<file path="src/hdl/assert_macros.svh">
`ifndef ASSERT_MACROS_SVH
`define ASSERT_MACROS_SVH

// Property that must hold at every clock edge outside reset
`define ETFI_ASSERT(name, prop) \
  name: assert property (@(posedge clk) disable iff (!rst_n) prop) \
    else $error("%m: assertion failed");

// Condition that must never be seen outside reset
`define ETFI_ASSERT_NEVER(name, cond) \
  name: assert property (@(posedge clk) disable iff (!rst_n) not (cond)) \
    else $error("%m: forbidden condition seen");

`endif

</file>
<file path="src/hdl/etfi_pkg.sv">
package etfi_pkg;

  // Port widths fixed by the interface
  localparam int DATA_W = 32;
  localparam int CNT_W  = 12;
  localparam int MODE_W = 2;
  localparam int ADDR_W = 4;

  // Default fraction bits of the fixed-point format (Q4.28)
  localparam int FRAC_BITS_DEF = 28;

  // Multiplier digit width: operand B is consumed this many bits per cycle
  localparam int MUL_DIG_W = 32;

  // Fractal modes (code 3 runs as mandelbrot)
  localparam logic [MODE_W-1:0] MODE_MANDEL  = 2'd0;
  localparam logic [MODE_W-1:0] MODE_JULIA   = 2'd1;
  localparam logic [MODE_W-1:0] MODE_TRICORN = 2'd2;

  // Register indexes (word address)
  localparam logic [1:0] REG_MODE  = 2'd0;
  localparam logic [1:0] REG_JRE   = 2'd1;
  localparam logic [1:0] REG_JIM   = 2'd2;
  localparam logic [1:0] REG_MAXIT = 2'd3;

  // Reset values
  localparam logic signed [DATA_W-1:0] JRE_RST   = -32'sd188377266;
  localparam logic signed [DATA_W-1:0] JIM_RST   = -32'sd103132902;
  localparam logic [CNT_W-1:0]         MAXIT_RST = 12'd255;

endpackage

</file>
<file path="src/hdl/escape_time_fractal_iterator_unit.sv">
// Escape-time iterator for mandelbrot, julia and tricorn sets.
// Request channel: drive in_point_re/in_point_im (signed fixed point, FRAC_BITS
// fraction bits) and pulse start; the request is taken on a clock edge where
// start is high and busy is low. busy stays high until the result is out.
// Result channel: out_valid is high for exactly one cycle with
// out_iteration_count; the receiver cannot stall it, and a new request may be
// taken in the same cycle the strobe is shown.
// Config: APB-style write/read of fractal_mode, julia_const_re/im and the
// iteration limit at byte addresses 0, 4, 8, 12; write only while idle.
// Datapath: one shared multiplier (MW x 32 bits, MW = 32 at the default format)
// computes re^2, im^2 and re*im one after the other, ND digit passes each
// (ND = 1 at the default format). Each iteration takes the z magnitudes (S_MAG),
// runs the digit passes (S_MUL), makes the bound test (S_TEST) and, unless
// that test ends the request, updates z (S_UPD); the strobe is registered
// from the S_TEST that ends the request.
// Reset: registers return to mandelbrot, K = -0.70176 - 0.3842i, limit 255;
// any request in flight is dropped.
`include "assert_macros.svh"

module escape_time_fractal_iterator_unit
  import etfi_pkg::*;
#(
  parameter int FRAC_BITS = FRAC_BITS_DEF
) (
  input  logic                     clk,
  input  logic                     rst_n,
  // request channel
  input  logic                     start,
  output logic                     busy,
  input  logic signed [DATA_W-1:0] in_point_re,
  input  logic signed [DATA_W-1:0] in_point_im,
  // result channel
  output logic                     out_valid,
  output logic [CNT_W-1:0]         out_iteration_count,
  // config port
  input  logic                     psel,
  input  logic                     penable,
  input  logic                     pwrite,
  input  logic [ADDR_W-1:0]        paddr,
  input  logic [DATA_W-1:0]        pwdata,
  output logic [DATA_W-1:0]        prdata,
  output logic                     pready
);

  // z width: |z| <= 4 + |c| after a step, with c any 32-bit value
  localparam int ZW  = ((FRAC_BITS + 3 > DATA_W - 1) ? FRAC_BITS + 3 : DATA_W - 1) + 2;
  localparam int MW  = ZW - 1;
  localparam int PW  = 2 * MW;
  localparam int ND  = (MW + MUL_DIG_W - 1) / MUL_DIG_W;
  localparam int BPW = ND * MUL_DIG_W;
  localparam int DGW = (ND > 1) ? $clog2(ND) : 1;
  localparam int QW  = MW + MUL_DIG_W;
  localparam logic [PW:0] LIMIT = (PW + 1)'(1) << (2 * FRAC_BITS + 2);

  typedef enum logic [2:0] {
    S_IDLE,
    S_MAG,
    S_MUL,
    S_TEST,
    S_UPD
  } state_t;

  typedef enum logic [1:0] {
    SEL_RR,
    SEL_II,
    SEL_RI,
    SEL_DONE
  } sel_t;

  // control registers
  state_t              state_r, state_nxt;
  logic                out_valid_r, out_valid_nxt;
  logic                pvalid_r, pvalid_nxt;
  logic [MODE_W-1:0]   mode_r;
  logic signed [DATA_W-1:0] jre_r, jim_r;
  logic [CNT_W-1:0]    max_iter_r;

  // datapath registers
  logic signed [ZW-1:0]     z_re_r, z_re_nxt, z_im_r, z_im_nxt;
  logic signed [DATA_W-1:0] c_re_r, c_re_nxt, c_im_r, c_im_nxt;
  logic [MW-1:0]            mr_r, mr_nxt, mi_r, mi_nxt;
  logic                     rineg_r, rineg_nxt;
  logic [BPW-1:0]           b_sh_r, b_sh_nxt;
  sel_t                     sel_r, sel_nxt, ptgt_r, ptgt_nxt;
  logic [DGW-1:0]           dig_r, dig_nxt;
  logic                     pfirst_r, pfirst_nxt;
  logic [QW-1:0]            prod_r, prod_nxt;
  logic [PW-1:0]            rr_r, rr_nxt, ii_r, ii_nxt, ri_r, ri_nxt;
  logic signed [PW:0]       diff_r, diff_nxt, ris_r, ris_nxt;
  logic [CNT_W-1:0]         count_r, count_nxt;
  logic [CNT_W-1:0]         out_count_r, out_count_nxt;

  // combinational helpers
  logic signed [ZW-1:0] z_re_neg, z_im_neg;
  logic [MW-1:0]        mag_re, mag_im;
  logic [MW-1:0]        a_op;
  logic [MUL_DIG_W-1:0] b_dig;
  logic [PW-1:0]        tgt_cur, acc_base, acc_sum;
  logic [PW:0]          sum_sq;
  logic signed [PW:0]   ri_pos, nre_sh, nim_sh;
  logic                 cfg_wr;

  assign busy                = (state_r != S_IDLE);
  assign out_valid           = out_valid_r;
  assign out_iteration_count = out_count_r;
  assign pready              = 1'b1;
  assign cfg_wr              = psel & penable & pwrite;

  // register read mux
  always_comb begin
    unique case (paddr[3:2])
      REG_MODE:  prdata = DATA_W'(mode_r);
      REG_JRE:   prdata = jre_r;
      REG_JIM:   prdata = jim_r;
      REG_MAXIT: prdata = DATA_W'(max_iter_r);
      default:   prdata = '0;
    endcase
  end

  // magnitudes of z
  assign z_re_neg = -z_re_r;
  assign z_im_neg = -z_im_r;
  assign mag_re   = z_re_r[ZW-1] ? z_re_neg[MW-1:0] : z_re_r[MW-1:0];
  assign mag_im   = z_im_r[ZW-1] ? z_im_neg[MW-1:0] : z_im_r[MW-1:0];

  // shared multiplier: A times the top digit of the B shift register
  always_comb begin
    case (sel_r)
      SEL_RR:  a_op = mr_r;
      SEL_II:  a_op = mi_r;
      SEL_RI:  a_op = mr_r;
      default: a_op = '0;
    endcase
  end
  assign b_dig    = b_sh_r[BPW-1 -: MUL_DIG_W];
  assign prod_nxt = QW'(a_op) * QW'(b_dig);

  // accumulator: most significant digit first
  always_comb begin
    case (ptgt_r)
      SEL_RR:  tgt_cur = rr_r;
      SEL_II:  tgt_cur = ii_r;
      SEL_RI:  tgt_cur = ri_r;
      default: tgt_cur = '0;
    endcase
  end
  assign acc_base = pfirst_r ? '0 : (tgt_cur << MUL_DIG_W);
  assign acc_sum  = acc_base + PW'(prod_r);

  // bound test and floor-shifted terms
  assign sum_sq = {1'b0, rr_r} + {1'b0, ii_r};
  assign ri_pos = $signed({1'b0, ri_r});
  assign nre_sh = diff_r >>> FRAC_BITS;
  assign nim_sh = ris_r >>> (FRAC_BITS - 1);

  // sequencer and datapath next state
  always_comb begin
    state_nxt     = state_r;
    out_valid_nxt = 1'b0;
    pvalid_nxt    = 1'b0;
    z_re_nxt      = z_re_r;
    z_im_nxt      = z_im_r;
    c_re_nxt      = c_re_r;
    c_im_nxt      = c_im_r;
    mr_nxt        = mr_r;
    mi_nxt        = mi_r;
    rineg_nxt     = rineg_r;
    b_sh_nxt      = b_sh_r;
    sel_nxt       = sel_r;
    ptgt_nxt      = ptgt_r;
    dig_nxt       = dig_r;
    pfirst_nxt    = pfirst_r;
    rr_nxt        = rr_r;
    ii_nxt        = ii_r;
    ri_nxt        = ri_r;
    diff_nxt      = diff_r;
    ris_nxt       = ris_r;
    count_nxt     = count_r;
    out_count_nxt = out_count_r;

    // fold the registered product into its target
    if (pvalid_r) begin
      case (ptgt_r)
        SEL_RR:  rr_nxt = acc_sum;
        SEL_II:  ii_nxt = acc_sum;
        SEL_RI:  ri_nxt = acc_sum;
        default: ;
      endcase
    end

    unique case (state_r)
      S_IDLE: begin
        if (start) begin
          if (mode_r == MODE_JULIA) begin
            z_re_nxt = ZW'(in_point_re);
            z_im_nxt = ZW'(in_point_im);
            c_re_nxt = jre_r;
            c_im_nxt = jim_r;
          end else begin
            z_re_nxt = '0;
            z_im_nxt = '0;
            c_re_nxt = in_point_re;
            c_im_nxt = in_point_im;
          end
          count_nxt = '0;
          state_nxt = S_MAG;
        end
      end

      S_MAG: begin
        mr_nxt    = mag_re;
        mi_nxt    = mag_im;
        rineg_nxt = (z_re_r[ZW-1] ^ z_im_r[ZW-1]) ^ (mode_r == MODE_TRICORN);
        b_sh_nxt  = BPW'(mag_re);
        sel_nxt   = SEL_RR;
        dig_nxt   = '0;
        state_nxt = S_MUL;
      end

      S_MUL: begin
        if (sel_r != SEL_DONE) begin
          // issue one digit pass
          pvalid_nxt = 1'b1;
          ptgt_nxt   = sel_r;
          pfirst_nxt = (dig_r == '0);
          if (dig_r == DGW'(ND - 1)) begin
            dig_nxt  = '0;
            sel_nxt  = sel_t'(sel_r + 2'd1);
            b_sh_nxt = BPW'(mi_r);
          end else begin
            dig_nxt  = dig_r + DGW'(1);
            b_sh_nxt = b_sh_r << MUL_DIG_W;
          end
        end else begin
          // last product folds in this cycle
          state_nxt = S_TEST;
        end
      end

      S_TEST: begin
        if ((count_r >= max_iter_r) || (sum_sq > LIMIT)) begin
          out_valid_nxt = 1'b1;
          out_count_nxt = count_r;
          state_nxt     = S_IDLE;
        end else begin
          diff_nxt  = $signed({1'b0, rr_r}) - $signed({1'b0, ii_r});
          ris_nxt   = rineg_r ? -ri_pos : ri_pos;
          state_nxt = S_UPD;
        end
      end

      S_UPD: begin
        z_re_nxt  = nre_sh[ZW-1:0] + {{(ZW - DATA_W){c_re_r[DATA_W-1]}}, c_re_r};
        z_im_nxt  = nim_sh[ZW-1:0] + {{(ZW - DATA_W){c_im_r[DATA_W-1]}}, c_im_r};
        count_nxt = count_r + CNT_W'(1);
        state_nxt = S_MAG;
      end

      default: state_nxt = S_IDLE;
    endcase
  end

  // control state, strobe, result and config registers
  always_ff @(posedge clk) begin
    if (!rst_n) begin
      state_r     <= S_IDLE;
      out_valid_r <= 1'b0;
      out_count_r <= '0;
      pvalid_r    <= 1'b0;
      mode_r      <= MODE_MANDEL;
      jre_r       <= JRE_RST;
      jim_r       <= JIM_RST;
      max_iter_r  <= MAXIT_RST;
    end else begin
      state_r     <= state_nxt;
      out_valid_r <= out_valid_nxt;
      out_count_r <= out_count_nxt;
      pvalid_r    <= pvalid_nxt;
      if (cfg_wr) begin
        unique case (paddr[3:2])
          REG_MODE:  mode_r     <= pwdata[MODE_W-1:0];
          REG_JRE:   jre_r      <= pwdata;
          REG_JIM:   jim_r      <= pwdata;
          REG_MAXIT: max_iter_r <= pwdata[CNT_W-1:0];
          default:   ;
        endcase
      end
    end
  end

  // datapath registers
  always_ff @(posedge clk) begin
    z_re_r      <= z_re_nxt;
    z_im_r      <= z_im_nxt;
    c_re_r      <= c_re_nxt;
    c_im_r      <= c_im_nxt;
    mr_r        <= mr_nxt;
    mi_r        <= mi_nxt;
    rineg_r     <= rineg_nxt;
    b_sh_r      <= b_sh_nxt;
    sel_r       <= sel_nxt;
    ptgt_r      <= ptgt_nxt;
    dig_r       <= dig_nxt;
    pfirst_r    <= pfirst_nxt;
    prod_r      <= prod_nxt;
    rr_r        <= rr_nxt;
    ii_r        <= ii_nxt;
    ri_r        <= ri_nxt;
    diff_r      <= diff_nxt;
    ris_r       <= ris_nxt;
    count_r     <= count_nxt;
  end

  // checks
  `ETFI_ASSERT(a_start_sets_busy, start && !busy |=> busy)
  `ETFI_ASSERT(a_strobe_one_cycle, out_valid |=> !out_valid)
  `ETFI_ASSERT(a_strobe_after_test, out_valid |-> $past(state_r == S_TEST))
  `ETFI_ASSERT(a_upd_below_limit, state_r == S_UPD |-> count_r < $past(max_iter_r))
  `ETFI_ASSERT_NEVER(a_no_product_outside_mul, pvalid_r && state_r != S_MUL)

endmodule
</file>
<file path="config.mk">
export PLATFORM = sky130hd
export DESIGN_NAME = escape_time_fractal_iterator_unit
export DESIGN_NICKNAME = d
export VERILOG_FILES = /design/src/hdl/etfi_pkg.sv /design/src/hdl/escape_time_fractal_iterator_unit.sv
export VERILOG_INCLUDE_DIRS = /design/src /design/src/hdl
export SDC_FILE = /design/constraint.sdc
export NUM_CORES = 2
export LEC_CHECK = 0
export BUFFER_PORTS_ARGS = -buffer_cell sky130_fd_sc_hd__buf_2
export CORE_AREA = 2 2 437 526
export DETAILED_ROUTE_END_ITERATION = 8
export DIE_AREA = 0 0 439 528
export GPL_TIMING_DRIVEN = 0
export SKIP_LAST_GASP = 1
export SLEW_MARGIN = 10
export SYNTH_ARGS = -nofsm -noshare
export SYNTH_HDL_FRONTEND = slang
export SYNTH_SLANG_ARGS = --single-unit
</file>
<file path="constraint.sdc">
create_clock -name clk -period 11.8 [get_ports clk]
set_clock_uncertainty 0.2 [all_clocks]
set_input_delay 1.18 -clock clk [delete_from_list [all_inputs] [get_ports clk]]
set_output_delay 1.18 -clock clk [all_outputs]
set_load 0.1 [all_outputs]
</file>
==> results.sh <==
export IMPL_cpPeakStageDelay_ns=0.90
export IMPL_vias_in_the_first_global_route=54000
export IMPL_final_max_slew_viols=0
export IMPL_critical_path_class="register to register"
export IMPL_ys_top_cells_by_count="sky130_fd_sc_hd__inv_1 (1041), sky130_fd_sc_hd__fa_1 (899), sky130_fd_sc_hd__nand2_1 (758)"
export IMPL_layout_nets=8588
export IMPL_chipWidth_um=439
export IMPL_grt_first_pass_wirelength_um=385000
export IMPL_dp_wirelength_um=220000
export IMPL_place_congestion=1.01
export IMPL_drt_initial_drc_count=5160
export IMPL_drc_errors=0
export IMPL_vias=52800
export IMPL_worst_ep_arrival_time_ns=11.92
export IMPL_async_flop_share_pct=0
export IMPL_final_hold_violation_count=0
export IMPL_number_of_endpoints_failing_setup_at_the_final_stage=0
export IMPL_final_hold_worst_slack_ns=0.246
export IMPL_path_common_cell="sky130_fd_sc_hd__fa_1"
export IMPL_synth_most_common_cell="sky130_fd_sc_hd__inv_1"
export IMPL_floorplan_die_height_um=528
export IMPL_drt_wirelength_per_cell_um=26.5
export IMPL_yosysWarningCount=0
export IMPL_grt_max_degree=51
export IMPL_layout_area_overhead_vs_synth_pct=11.0
export IMPL_multi_input_comb_area_sq_um=44500
export IMPL_rr_worst_depth=30
export IMPL_clockBufferDepth=3
export IMPL_final_antenna_net_count=0
export IMPL_ys_ff_latch=656
export IMPL_unrepaired_setup_endpoints_after_global_routing="true"
export IMPL_grt_overflow=0
export IMPL_netlist_area_leader_share_pct=26.6
export IMPL_drt_pre_antenna_iters=5
export IMPL_netlist_area_pre_place_sq_um=67700
export IMPL_io_pins=153
export IMPL_min_period_over_period_pct=97.8
export IMPL_layout_drive_gt1_share_pct=6.78
export IMPL_synthDistinctLibCells=92
export IMPL_synth_enable_flop_cells=497
export IMPL_worst_setup_path_end_kind="register"
export IMPL_initial_utilization_pct=29.8
export IMPL_dieArea_sq_um=232000
export IMPL_synth_ff_type="sky130_fd_sc_hd__edfxtp_1"
export IMPL_max_slew_worst_pin_slew_ns=1.44
export IMPL_postCtsSetupBuffers=0
export IMPL_wirelength_um=270000
export IMPL_clock_sinks=656
export IMPL_globalRouteTotalUtil_pct=23.1
export IMPL_tritoncts="done"
export IMPL_place_port_buffers=146
export IMPL_rows=192
export IMPL_htree_levels=3
export IMPL_synth_area_leaders="sky130_fd_sc_hd__fa_1 (27%), sky130_fd_sc_hd__edfxtp_1 (22%), sky130_fd_sc_hd__ha_1 (8.7%)"
export IMPL_area_used_by_sequential_logic_in_the_layout_sq_um=18100
export IMPL_design_core_area_sq_um=227000
export IMPL_insertion_delay_ns=0.66
export IMPL_clk_pin_slew_worst_paths_ns=0.06
export IMPL_synth_cells=6861
export IMPL_layout_filler_cells=23300
export IMPL_post_drt_via_cell_ratio=5.18
export IMPL_cts_root_buffer_cell="sky130_fd_sc_hd__clkbuf_16"
export IMPL_slowest_stage="sky130_fd_sc_hd__clkbuf_1"
export IMPL_hold_path_depth=0
export IMPL_timing_critical_path_from_type="register"
export IMPL_drv_max_cap_violation_count=0
export IMPL_syn_area_per_cell_sq_um=9.87
export IMPL_final_setup_tns_ns=0
export IMPL_status="finished clean"
export IMPL_max_freq_mhz=86.6
export IMPL_slew_headroom_pct=4.22
export IMPL_critical_path_peak_fanout=10
export IMPL_number_of_buffers_added_by_the_clock_tree_synthesis_step=73
export IMPL_yosysSeqAreaShare_pct=26.7
export IMPL_period_needed_ns=11.55
export IMPL_min_delay_path_class="register to register"
export IMPL_syn_num_nets=8336
export IMPL_cts_hold_buffers=0
export IMPL_yosys_area_top_type="sky130_fd_sc_hd__fa_1"
export IMPL_grt_antenna_before_repair=19
export IMPL_cp_required_ns=12.18
[cell families after synthesis]
kind of cell | count (synthesis) | synth area share (%)
compound gates | 899 | 8.64
xor+xnor | 268 | 3.47
other cells | 1 | 0.00554
buf+inv | 1381 | 7.69
flops | 656 | 26.7
mux | 132 | 2.19
simple gates | 2155 | 16.0
fa+ha+maj | 1369 | 35.3
[repair_timing]
item,4_1_cts,5_1_grt
setup endpoints to repair,11,9
cloned,0,0
resized for setup,3,56
[layer usage]
| layer | global-route usage (%) | part of all wire (%) | up-vias |
|---|---|---|---|
| li1 | - | - | 22800 |
| met1 | 28.8 | 39 | 26900 |
| met2 | 37.4 | 46 | 2391 |
| met3 | 3.54 | 7.1 | 657 |
| met4 | 14.1 | 7.5 | 2 |
| met5 | 0 | 0.0048 | - |
[stage by stage]
step                      util [%]  cells  worst slack, ns  cell area, sq um
after floorplan                  -   6861             1.21             67700
after global placement        31.8  10000            -5.04             72200
after detailed placement      32.0  10000           -0.534             72600
after CTS                     33.1  10200           0.0578             75100
after global routing          33.1  10200          -0.0601             75100
final                         33.1  10200            0.255             75200
[state kept, by name (all words and copies together), names as in the netlist, 3 cells and up]
| register | flops |
|---|---|
| b_dig | 32 |
| diff_r | 33 |
| state_r | 3 |
| z_re_r | 33 |
| jre_r | 32 |
| ris_r | 33 |
| count_r | 12 |
| ii_r | 64 |
| jim_r | 32 |
| rr_r | 64 |
| c_re_r | 32 |
| c_im_r | 32 |
| z_im_r | 33 |
| out_iteration_count | 12 |
| max_iter_r | 12 |
| mi_r | 32 |
| ri_r | 60 |
| mr_r | 32 |
| prod_r | 64 |
[worst max-delay path: cells and delay by family, from the launching register on]
family	cells	cell delay, ns
fa+ha+maj	10	4.70
xor+xnor	1	0.14
compound gates	8	1.93
flops	1	0.46
buf+inv	5	1.60
simple gates	6	2.39
[worst paths after layout]
check	from	to	slack, ns
setup / recovery	sel_r[1]	prod_r[63]	0.25
hold / removal	prod_r[40]	ri_r[40]	0.25
setup reg to reg	sel_r[1]	prod_r[63]	0.25
hold reg to reg	prod_r[40]	ri_r[40]	0.25
[layout make-up]
type / count / area share [%]
diodes: 11 / 0.0366
plain buffers: 340 / 1.78
clock buffers: 101 / 2.76
clock inverters: 32 / 0.534
inverters: 1041 / 5.20
multi-input cells: 4824 / 59.1
flip-flops and latches: 656 / 24.1
well taps: 3007 / 5.00
repair buffers: 177 / 1.46
[cell usage in the layout (no fill, tap or decap), drive strengths merged, types with 16 or more instances in the layout]
cell type     n
nand2b       37
mux2        109
or4          16
a21boi       43
ha          470
dfxtp       159
o21ai       213
clkbuf      422
nand2       758
mux2i        21
a22o         32
nor3         67
edfxtp      497
or2          23
nand3       167
or3          44
o31ai        46
fa          899
inv        1051
and2        602
buf         194
xnor2       200
nand4        44
o21bai       41
a31oi        26
a21o         67
a22oi        32
nor2b        60
o21a         21
nor4         49
o211ai       25
xor2         68
a21oi       220
a211oi       22
nor2        233
and3         31
Power is not shown: default switching activity piles up to over one toggle a cycle in this logic, so the estimate is an artifact.
